File: config.mk
export PLATFORM = sky130hd
export DESIGN_NAME = tile_header_directory_check
export DESIGN_NICKNAME = d
export VERILOG_FILES = /design/src/sv/thdc_pkg.sv /design/src/sv/thdc_front.sv /design/src/sv/thdc_queue.sv /design/src/sv/thdc_back.sv /design/src/sv/tile_header_directory_check.sv
export VERILOG_INCLUDE_DIRS = /design/src /design/src/sv
export SDC_FILE = /design/constraint.sdc
export NUM_CORES = 1
export LEC_CHECK = 0
export BUFFER_PORTS_ARGS = -buffer_cell sky130_fd_sc_hd__clkbuf_2
export CORE_ASPECT_RATIO = 1.1
export CORE_MARGIN = 1.5
export CORE_UTILIZATION = 42
export DETAILED_ROUTE_END_ITERATION = 6
export PLACE_DENSITY = 0.71
export SLEW_MARGIN = 5
export SYNTH_ARGS = -nofsm -noshare
export SYNTH_HDL_FRONTEND = slang
export SYNTH_SLANG_ARGS = --single-unit
File: constraint.sdc
create_clock -name aclk -period 21.1 [get_ports aclk]
set_clock_uncertainty 0.15 [all_clocks]
set_input_delay 0 -clock aclk [delete_from_list [all_inputs] [get_ports aclk]]
set_output_delay 0 -clock aclk [all_outputs]
set_load 0.01 [all_outputs]
File: src/sv/assert_macros.svh
// Assertion macros shared by the tile header directory check RTL.
// Depends on a clock named aclk and an active-low reset named aresetn in scope.
`ifndef ASSERT_MACROS_SVH
`define ASSERT_MACROS_SVH

// Check a property on every clock edge outside reset.
`define THDC_ASSERT(lbl, prop, msg) \
    lbl: assert property (@(posedge aclk) disable iff (!aresetn) prop) else $error(msg);

// Check that a condition implies another condition in the same cycle.
`define THDC_ASSERT_IMP(lbl, ante, cons, msg) \
    `THDC_ASSERT(lbl, (ante) |-> (cons), msg)

`endif

File: src/sv/thdc_pkg.sv
// Package for the tile header directory check: types, layout constants, CRC step.
// No dependencies; imported by every module of the block.
`default_nettype none

package thdc_pkg;

    localparam int POS_W    = 9;
    localparam int HDR_W    = 128;
    localparam int ENTRY_W  = 168;
    localparam int TDATA_W  = 312;
    localparam int Q_DEPTH  = 2;
    localparam int Q_PTR_W  = 1;
    localparam int Q_CNT_W  = 2;

    localparam logic [POS_W-1:0] P_VERSION  = 9'd4;
    localparam logic [POS_W-1:0] P_ZOOM     = 9'd6;
    localparam logic [POS_W-1:0] P_HDR_END  = 9'd23;
    localparam logic [POS_W-1:0] P_CRC_LO   = 9'd31;
    localparam logic [POS_W-1:0] P_CRC_END  = 9'd35;
    localparam logic [POS_W-1:0] P_COUNT    = 9'd35;
    localparam logic [POS_W-1:0] P_BODY     = 9'd36;
    localparam logic [4:0]       K_LAST     = 5'd20;

    localparam logic [31:0]     CRC_POLY  = 32'hEDB88320;
    localparam logic [3:0][7:0] MAGIC_TAG = {8'h31, 8'h42, 8'h49, 8'h54};

    localparam logic [7:0] CFG_IDX_VERSION     = 8'd0;
    localparam logic [7:0] CFG_IDX_LAYER_LIMIT = 8'd1;

    typedef enum logic [1:0] {
        KIND_HEADER  = 2'd0,
        KIND_ENTRY   = 2'd1,
        KIND_VERDICT = 2'd2
    } kind_t;

    typedef enum logic [2:0] {
        ST_OK          = 3'd0,
        ST_BAD_MAGIC   = 3'd1,
        ST_BAD_VERSION = 3'd2,
        ST_TOO_MANY    = 3'd3,
        ST_CRC_BAD     = 3'd4
    } status_t;

    typedef enum logic {
        BK_FIRST  = 1'b0,
        BK_SECOND = 1'b1
    } back_state_t;

    typedef struct packed {
        logic [15:0] expected_version;
        logic [3:0]  layer_limit;
    } cfg_t;

    typedef struct packed {
        kind_t                first_kind;
        status_t              first_status;
        logic                 has_verdict;
        status_t              verdict_status;
        logic [ENTRY_W-1:0]   data;
    } evt_t;

    typedef struct packed {
        logic [Q_CNT_W-1:0] count;
        logic               full;
        logic               empty;
    } q_stat_t;

    function automatic logic [31:0] crc32_byte(input logic [31:0] c, input logic [7:0] b);
        logic [31:0] r;
        r = c ^ {24'b0, b};
        for (int i = 0; i < 8; i++) begin
            r = r[0] ? ((r >> 1) ^ CRC_POLY) : (r >> 1);
        end
        return r;
    endfunction

endpackage

`default_nettype wire

File: src/sv/thdc_front.sv
// Front end: tracks byte position, CRC and header/entry capture, classifies bytes.
// Depends on thdc_pkg; pushes result events into thdc_queue.
`default_nettype none

module thdc_front (
    input  logic             aclk,
    input  logic             aresetn,
    input  logic             s_tvalid,
    output logic             s_tready,
    input  logic [7:0]       s_tdata,
    input  logic [0:0]       s_tuser,
    input  thdc_pkg::cfg_t   cfg,
    input  logic             q_ready,
    output logic             q_push,
    output thdc_pkg::evt_t   q_evt
);
    import thdc_pkg::*;

    logic [POS_W-1:0]   pos_reg, pos_next;
    logic [31:0]        crc_reg, crc_next;
    logic               done_reg, done_next;
    logic               magic_reg, magic_next;
    logic [15:0]        version_reg, version_next;
    logic [7:0]         zoom_reg, zoom_next;
    logic [HDR_W-1:0]   hdr_reg, hdr_next;
    logic [31:0]        crcst_reg, crcst_next;
    logic [3:0]         left_reg, left_next;
    logic [4:0]         k_reg, k_next;
    logic [ENTRY_W-1:0] ent_reg, ent_next;

    logic               start;
    logic [7:0]         b;
    logic [POS_W-1:0]   pos;
    logic [31:0]        crc_in;
    logic [31:0]        crc_new;
    logic               mok;
    logic [7:0]         crc_byte_in;
    status_t            status;
    status_t            crc_status;

    assign s_tready = q_ready;
    assign start    = s_tuser[0];
    assign b        = s_tdata;
    assign pos      = start ? '0 : pos_reg;
    assign crc_in   = start ? '1 : crc_reg;
    assign mok      = start ? 1'b1 : magic_reg;

    assign crc_byte_in = (pos >= P_CRC_LO && pos < P_CRC_END) ? 8'd0 : b;
    assign crc_new     = crc32_byte(crc_in, crc_byte_in);
    assign crc_status  = (~crc_new == crcst_reg) ? ST_OK : ST_CRC_BAD;

    always_comb begin
        pos_next     = pos_reg;
        crc_next     = crc_reg;
        done_next    = done_reg;
        magic_next   = magic_reg;
        version_next = version_reg;
        zoom_next    = zoom_reg;
        hdr_next     = hdr_reg;
        crcst_next   = crcst_reg;
        left_next    = left_reg;
        k_next       = k_reg;
        ent_next     = ent_reg;
        q_push       = 1'b0;
        q_evt        = '0;
        status       = ST_OK;

        if (s_tvalid && q_ready && (start || !done_reg)) begin
            pos_next   = pos + 9'd1;
            crc_next   = crc_new;
            done_next  = 1'b0;
            magic_next = mok;
            if (pos < P_BODY) begin
                priority if (pos < P_VERSION) begin
                    magic_next = mok && (b == MAGIC_TAG[pos[1:0]]);
                end else if (pos < P_ZOOM) begin
                    version_next = {b, version_reg[15:8]};
                end else if (pos == P_ZOOM) begin
                    zoom_next = b;
                end else if (pos < P_HDR_END) begin
                    hdr_next = {b, hdr_reg[HDR_W-1:8]};
                end else if (pos >= P_CRC_LO && pos < P_CRC_END) begin
                    crcst_next = {b, crcst_reg[31:8]};
                end else if (pos == P_COUNT) begin
                    priority if (!mok) begin
                        status = ST_BAD_MAGIC;
                    end else if (version_reg != cfg.expected_version) begin
                        status = ST_BAD_VERSION;
                    end else if (b > {4'b0, cfg.layer_limit}) begin
                        status = ST_TOO_MANY;
                    end else begin
                        status = ST_OK;
                    end
                    q_push             = 1'b1;
                    q_evt.first_kind   = KIND_HEADER;
                    q_evt.first_status = status;
                    q_evt.data         = {32'b0, hdr_reg, zoom_reg};
                    left_next          = b[3:0];
                    k_next             = '0;
                    if (status != ST_OK) begin
                        q_evt.has_verdict    = 1'b1;
                        q_evt.verdict_status = status;
                        done_next            = 1'b1;
                    end else if (b == 8'd0) begin
                        q_evt.has_verdict    = 1'b1;
                        q_evt.verdict_status = crc_status;
                        done_next            = 1'b1;
                    end
                end else begin
                    // epoch bytes: CRC only
                end
            end else begin
                ent_next = {b, ent_reg[ENTRY_W-1:8]};
                if (k_reg == K_LAST) begin
                    k_next             = '0;
                    left_next          = left_reg - 4'd1;
                    q_push             = 1'b1;
                    q_evt.first_kind   = KIND_ENTRY;
                    q_evt.first_status = ST_OK;
                    q_evt.data         = ent_next;
                    if (left_reg == 4'd1) begin
                        q_evt.has_verdict    = 1'b1;
                        q_evt.verdict_status = crc_status;
                        done_next            = 1'b1;
                    end
                end else begin
                    k_next = k_reg + 5'd1;
                end
            end
        end
    end

    always_ff @(posedge aclk) begin
        if (!aresetn) begin
            pos_reg   <= '0;
            crc_reg   <= '1;
            done_reg  <= 1'b1;
            magic_reg <= 1'b1;
            left_reg  <= '0;
            k_reg     <= '0;
        end else begin
            pos_reg   <= pos_next;
            crc_reg   <= crc_next;
            done_reg  <= done_next;
            magic_reg <= magic_next;
            left_reg  <= left_next;
            k_reg     <= k_next;
        end
        version_reg <= version_next;
        zoom_reg    <= zoom_next;
        hdr_reg     <= hdr_next;
        crcst_reg   <= crcst_next;
        ent_reg     <= ent_next;
    end

endmodule

`default_nettype wire

File: src/sv/thdc_queue.sv
// Two-entry event queue between the front end and the result back end.
// Depends on thdc_pkg for the event and status types.
`default_nettype none

module thdc_queue (
    input  logic               aclk,
    input  logic               aresetn,
    input  logic               push,
    input  thdc_pkg::evt_t     evt_in,
    output logic               ready,
    input  logic               pop,
    output logic               valid,
    output thdc_pkg::evt_t     evt_out,
    output thdc_pkg::q_stat_t  stat
);
    import thdc_pkg::*;

    evt_t               slot_reg [Q_DEPTH];
    logic [Q_PTR_W-1:0] wr_reg, wr_next;
    logic [Q_PTR_W-1:0] rd_reg, rd_next;
    logic [Q_CNT_W-1:0] cnt_reg, cnt_next;
    logic               do_push;
    logic               do_pop;

    assign stat.count = cnt_reg;
    assign stat.full  = (cnt_reg == Q_CNT_W'(Q_DEPTH));
    assign stat.empty = (cnt_reg == '0);
    assign ready      = !stat.full;
    assign valid      = !stat.empty;
    assign evt_out    = slot_reg[rd_reg];
    assign do_push    = push && ready;
    assign do_pop     = pop && valid;

    always_comb begin
        wr_next  = do_push ? wr_reg + 1'b1 : wr_reg;
        rd_next  = do_pop ? rd_reg + 1'b1 : rd_reg;
        cnt_next = cnt_reg;
        unique case ({do_push, do_pop})
            2'b10:   cnt_next = cnt_reg + 1'b1;
            2'b01:   cnt_next = cnt_reg - 1'b1;
            default: cnt_next = cnt_reg;
        endcase
    end

    always_ff @(posedge aclk) begin
        if (!aresetn) begin
            wr_reg  <= '0;
            rd_reg  <= '0;
            cnt_reg <= '0;
        end else begin
            wr_reg  <= wr_next;
            rd_reg  <= rd_next;
            cnt_reg <= cnt_next;
        end
        if (do_push) begin
            slot_reg[wr_reg] <= evt_in;
        end
    end

endmodule

`default_nettype wire

File: src/sv/thdc_back.sv
// Back end: expands queued events into one or two result transactions.
// Depends on thdc_pkg; drives the registered result channel.
`default_nettype none

module thdc_back (
    input  logic                         aclk,
    input  logic                         aresetn,
    input  logic                         q_valid,
    input  thdc_pkg::evt_t               q_evt,
    output logic                         q_pop,
    output logic                         m_tvalid,
    input  logic                         m_tready,
    output logic [thdc_pkg::TDATA_W-1:0] m_tdata,
    output logic [1:0]                   m_tuser
);
    import thdc_pkg::*;

    back_state_t          state_reg, state_next;
    logic                 tvalid_reg, tvalid_next;
    logic [TDATA_W-1:0]   tdata_reg, tdata_next;
    kind_t                tuser_reg, tuser_next;
    logic                 load;

    function automatic logic [TDATA_W-1:0] pack_result(
        input kind_t kind, input status_t st, input logic [ENTRY_W-1:0] d);
        logic [TDATA_W-1:0] r;
        r = '0;
        unique case (kind)
            KIND_HEADER: r = {5'b0, {ENTRY_W{1'b0}}, d[HDR_W+7:0], st};
            KIND_ENTRY:  r = {5'b0, d, {HDR_W{1'b0}}, 8'b0, st};
            default:     r = {{(TDATA_W-3){1'b0}}, st};
        endcase
        return r;
    endfunction

    assign load     = !tvalid_reg || m_tready;
    assign m_tvalid = tvalid_reg;
    assign m_tdata  = tdata_reg;
    assign m_tuser  = tuser_reg;

    always_comb begin
        state_next  = state_reg;
        tvalid_next = tvalid_reg;
        tdata_next  = tdata_reg;
        tuser_next  = tuser_reg;
        q_pop       = 1'b0;
        if (load) begin
            tvalid_next = q_valid;
            if (q_valid) begin
                unique case (state_reg)
                    BK_FIRST: begin
                        tuser_next = q_evt.first_kind;
                        tdata_next = pack_result(q_evt.first_kind, q_evt.first_status,
                                                 q_evt.data);
                        if (q_evt.has_verdict) begin
                            state_next = BK_SECOND;
                        end else begin
                            q_pop = 1'b1;
                        end
                    end
                    BK_SECOND: begin
                        tuser_next = KIND_VERDICT;
                        tdata_next = pack_result(KIND_VERDICT, q_evt.verdict_status,
                                                 q_evt.data);
                        q_pop      = 1'b1;
                        state_next = BK_FIRST;
                    end
                    default: state_next = BK_FIRST;
                endcase
            end
        end
    end

    always_ff @(posedge aclk) begin
        if (!aresetn) begin
            state_reg  <= BK_FIRST;
            tvalid_reg <= 1'b0;
        end else begin
            state_reg  <= state_next;
            tvalid_reg <= tvalid_next;
        end
        tdata_reg <= tdata_next;
        tuser_reg <= tuser_next;
    end

endmodule

`default_nettype wire

File: src/sv/tile_header_directory_check.sv
// Top level of the tile header directory check: config registers, front, queue, back.
// Depends on thdc_pkg, thdc_front, thdc_queue, thdc_back and assert_macros.svh.
//
//   channel  | direction | handshake            | payload
//   s_       | in        | s_tvalid / s_tready  | s_tdata: data_byte; s_tuser: starts_tile
//   m_       | out       | m_tvalid / m_tready  | m_tdata: status .. index_location; m_tuser: kind
//   cfg_     | in        | cfg_valid/cfg_ready  | cfg_index, cfg_data
//
// One byte per cycle while s_tready is high; a result passes through a queue slot and
// then the output register. A byte that closes a tile yields two results, its header
// or entry result and then the verdict. A two-entry event queue decouples byte intake
// from result output; s_tready drops only while it is full. Reset restarts position
// and CRC and idles the checker until a byte with starts_tile; cfg_ready is always high.
`default_nettype none
`include "assert_macros.svh"

module tile_header_directory_check (
    input  logic         aclk,
    input  logic         aresetn,
    input  logic         s_tvalid,
    output logic         s_tready,
    input  logic [7:0]   s_tdata,    // [7:0] data_byte
    input  logic [0:0]   s_tuser,    // [0] starts_tile
    output logic         m_tvalid,
    input  logic         m_tready,
    output logic [311:0] m_tdata,    // [2:0] status, [10:3] zoom, [42:11] tile_x,
                                     // [74:43] tile_y, [106:75] anchor_x,
                                     // [138:107] anchor_y, [146:139] layer_id,
                                     // [178:147] entry_offset, [210:179] entry_length,
                                     // [242:211] entry_crc, [306:243] index_location
    output logic [1:0]   m_tuser,    // [1:0] result_kind
    input  logic         cfg_valid,
    output logic         cfg_ready,
    input  logic [7:0]   cfg_index,
    input  logic [15:0]  cfg_data
);
    import thdc_pkg::*;

    cfg_t    cfg_reg;
    logic    q_push;
    logic    q_ready;
    logic    q_pop;
    logic    q_valid;
    evt_t    evt_in;
    evt_t    evt_out;
    q_stat_t q_stat;

    assign cfg_ready = 1'b1;

    always_ff @(posedge aclk) begin
        if (!aresetn) begin
            cfg_reg.expected_version <= 16'd3;
            cfg_reg.layer_limit      <= 4'd6;
        end else if (cfg_valid && cfg_ready) begin
            if (cfg_index == CFG_IDX_VERSION) begin
                cfg_reg.expected_version <= cfg_data;
            end else if (cfg_index == CFG_IDX_LAYER_LIMIT) begin
                cfg_reg.layer_limit <= cfg_data[3:0];
            end
        end
    end

    thdc_front u_front (
        .aclk     (aclk),
        .aresetn  (aresetn),
        .s_tvalid (s_tvalid),
        .s_tready (s_tready),
        .s_tdata  (s_tdata),
        .s_tuser  (s_tuser),
        .cfg      (cfg_reg),
        .q_ready  (q_ready),
        .q_push   (q_push),
        .q_evt    (evt_in)
    );

    thdc_queue u_queue (
        .aclk    (aclk),
        .aresetn (aresetn),
        .push    (q_push),
        .evt_in  (evt_in),
        .ready   (q_ready),
        .pop     (q_pop),
        .valid   (q_valid),
        .evt_out (evt_out),
        .stat    (q_stat)
    );

    thdc_back u_back (
        .aclk     (aclk),
        .aresetn  (aresetn),
        .q_valid  (q_valid),
        .q_evt    (evt_out),
        .q_pop    (q_pop),
        .m_tvalid (m_tvalid),
        .m_tready (m_tready),
        .m_tdata  (m_tdata),
        .m_tuser  (m_tuser)
    );

    `THDC_ASSERT(a_queue_bound, q_stat.count <= Q_CNT_W'(Q_DEPTH), "event queue overflow")
    `THDC_ASSERT_IMP(a_verdict_clean, m_tvalid && m_tuser == KIND_VERDICT, m_tdata[311:3] == '0, "verdict carries stray fields")
    `THDC_ASSERT_IMP(a_entry_ok, m_tvalid && m_tuser == KIND_ENTRY, m_tdata[2:0] == ST_OK, "entry carries a failure status")

endmodule

`default_nettype wire
==> reports/summary.txt <==
Reg2Reg Depth - 10
CTS HTree Levels - 3
Worst hold-check path type - input port to register
Synth Warn # - 0
Overall power - 4360 uW
Type of the worst setup path - input port to register
Max-cap violations - 0
RSZ-0062 raised after global routing - false
Pwr/cell area - 90.8 mW/mm^2
CP Capture Type - register
NumNets Final - 2959
Mapped Area - 0.0409 mm^2
Synthesized flop and latch total - 1080
Syn Area/Cell - 16.4 um^2
# setup viols final - 0
Clock share of power - 42.3%
I/O pin count - 355
Asr flop ratio synth - 0%
Worst r2r src - u_front.pos_reg[0]
Share of cells above drive strength 1 - 18.6%
Tmin final - 5.70 ns
Critical path arrival - 5.83 ns
Clock slew at reported path FFs - 0.06 ns
CTS Sinks - 1080
Area delta synth->final - 17.6%
Total die area - 0.0992 mm^2
Slowest CP cell - buf_4
CTS Buffer Depth - 3
Yosys top cell area share - 73.6%
Leakage - 0.0154 uW
Most used cell, CP - buf_4
First-pass GRT wire length - 130000 um
Core area - 0.0960 mm^2
Slew Viols, Final - 0
Final Hold Violating Endpoints - 0
Most frequent cell after synthesis - edfxtp_1
Netlist cell types - 67
Hold_ws - 0.249 ns
WP buf/inv - 6
Failing checks - antenna violations
Req. time, crit path - 21.23 ns
Clock Latency Late Sink - 0.69 ns
Die Height - 330 um
Top_reg_cell synth - edfxtp_1
CTS Root Cell - clkbuf_16
Worst r2r dst - u_queue.slot_reg[0][155]
DRC viols - 0
Drt via density - 5.07
Starting Density - 42.5%
Run status - complete, but fails checks
CP cell instances - dlygate4sd3_1, clkbuf_2, buf_4, nand2b_1, inv_1, ha_1, a21oi_1, or4_1, nand2_2, nor3_2, buf_4, nor2_1, nor2_4, buf_4
IR Drop Worst-Case VDD - 0.0698 mV
Number of flip-flops in the largest register - 348
Least-Margin Pin Slew - 1.26 ns
EDFF count, synth - 1001
Synth area leaders - edfxtp_1 (74%), mux2i_1 (4.8%), dfxtp_1 (3.9%)
Initial DRT Pass Iterations - 7
Startpoint types - input port
Synth area leader - edfxtp_1
Wire length per cell - 20.6 um
RePlAce Congestion - 0.837
Initial antenna violation count - 0
Post-route ant nets - 1
Top delay family on crit path - buffers and inverters
Pin count of the biggest net entering global routing - 195
I/O Buffers - 348
Crit-path max cell delay - 0.96 ns
DIE WIDTH - 300 um
Sw power - 909 uW
R2R Setup Slk - 15.59 ns
Total CTS buffers - 104
Detailed-placement wirelength estimate - 54200 um
Max-slew headroom - 16.0%
TritonCTS clock tree - built
Starting DRC count in detailed routing - 1983
CP Max Fanout - 77
End of the critical path - u_queue.slot_reg[0][155]
Switching portion of total power - 20.8%
Cell internal pwr - 3450 uW
Setup TNS - 0 ns
Rows - 119
Number of global-route vias before repair - 21200
Total number of vias - 21700
Postcts setup bufs - 0
Reg power frac - 53.3%
Global-route total usage across every layer - 17.4%
Commonest cells post-synth - edfxtp_1 (1001), nor2_1 (378), mux2i_1 (196)
Sequential-to-total area share from yosys stat - 77.4%
Post_cts resized - 0
Post-Synthesis Cells - 2492
Fmax - 175 MHz
Final WL - 87900 um
Stages on worst setup path - 14
Fill cells - 7853
Fin crit share - 27.0%
Total gr overflow - 0
Critical Path Source - s_tuser
Combinational share of power - 4.5%
metrics by stage:
step	std cells	worst slack [ns]	area [um^2]	utilization, %
finish	4271	15.40	48100	50.0
global route	4265	14.92	48000	50.0
CTS	4265	15.41	48000	50.0
detailed placement	4002	15.31	44000	45.8
global placement	4002	15.29	44000	45.8
floorplan	2496	4.20	40900	-
tightest hold or removal path, stage by stage:
cell and delay, ns:
dlygate4sd3_1 0.53, clkbuf_2 0.10, buf_4 0.23
cell families after synthesis:
kind of cell    synth area share (%)
flops                           77.4
simple gates                    6.74
compound gates                  4.66
mux                             4.88
xor+xnor                        4.31
buf+inv                         1.52
fa+ha+maj                      0.429
other cells                   0.0184
layout by cell type, fill, tap and decap left out, drive strengths merged, types with 6 or more instances in the layout:
cell         count
edfxtp        1001
clkinv          48
nand4           10
nor4             9
o21ai           27
diode            6
nor2b           29
xor2            58
o211ai          28
nand2           73
a22o           136
mux2i          196
nand2b           8
bufinv          11
a21boi           7
ha              14
conb             6
dlygate4sd3     69
dfxtp           79
a21oi           14
nand3           19
buf             30
xnor2          121
and2            43
clkbuf         472
inv             20
nor3            18
nor2           379
area by class of cell:
| class | instances | area [um^2] | share of cell area [%] |
|---|---|---|---|
| Antenna cell | 6 | 15.0 | 0.0312 |
| Clock buffer | 125 | 2700 | 5.62 |
| Clock inverter | 69 | 694 | 1.44 |
| Inverter | 15 | 56.3 | 0.117 |
| Multi-Input combinational cell | 1260 | 8690 | 18.1 |
| Sequential cell | 1080 | 31600 | 65.8 |
| Tap cell | 1270 | 1590 | 3.31 |
| Timing Repair Buffer | 446 | 2660 | 5.54 |
routing by layer:
layer	GRT usage [%]	wire, um	vias up
li1	-	-	10100
met1	23.1	36400	10700
met2	29.0	43900	752
met3	3.24	5550	135
met4	5.31	2090	0
met5	0	0	-
worst min-delay path by stage:
stage	start	endpoint	slack, ns	cells past startpoint
6_report	s_tdata[3]	u_front.version_reg[11]	0.25	3
3_5_place_dp	cfg_data[1]	cfg_reg[1]	0.1	3
5_1_grt	s_tdata[3]	u_front.version_reg[11]	0.26	3
3_3_place_gp	cfg_data[0]	cfg_reg[4]	0.09	3
2_1_floorplan	s_tdata[0]	u_front.crcst_reg[24]	-0.05	0
4_1_cts	s_tdata[3]	u_front.version_reg[11]	0.21	3
power by group through the flow:
stage | sequential (uW) | combinational, uW | clock, uW
3_5_place_dp | 2370 | 188 | 0
2_1_floorplan | 2360 | 151 | 0
6_report | 2320 | 196 | 1840
4_1_cts | 2320 | 196 | 1880
3_3_place_gp | 2370 | 188 | 0
5_1_grt | 2320 | 213 | 1960
timing repair:
action | in CTS | in global routing
hold buffers | 69 | 0
endpoints found under the hold margin | 135 | 0
endpoints found under the setup margin | 0 | 0
(Power assumes the default switching activity.)
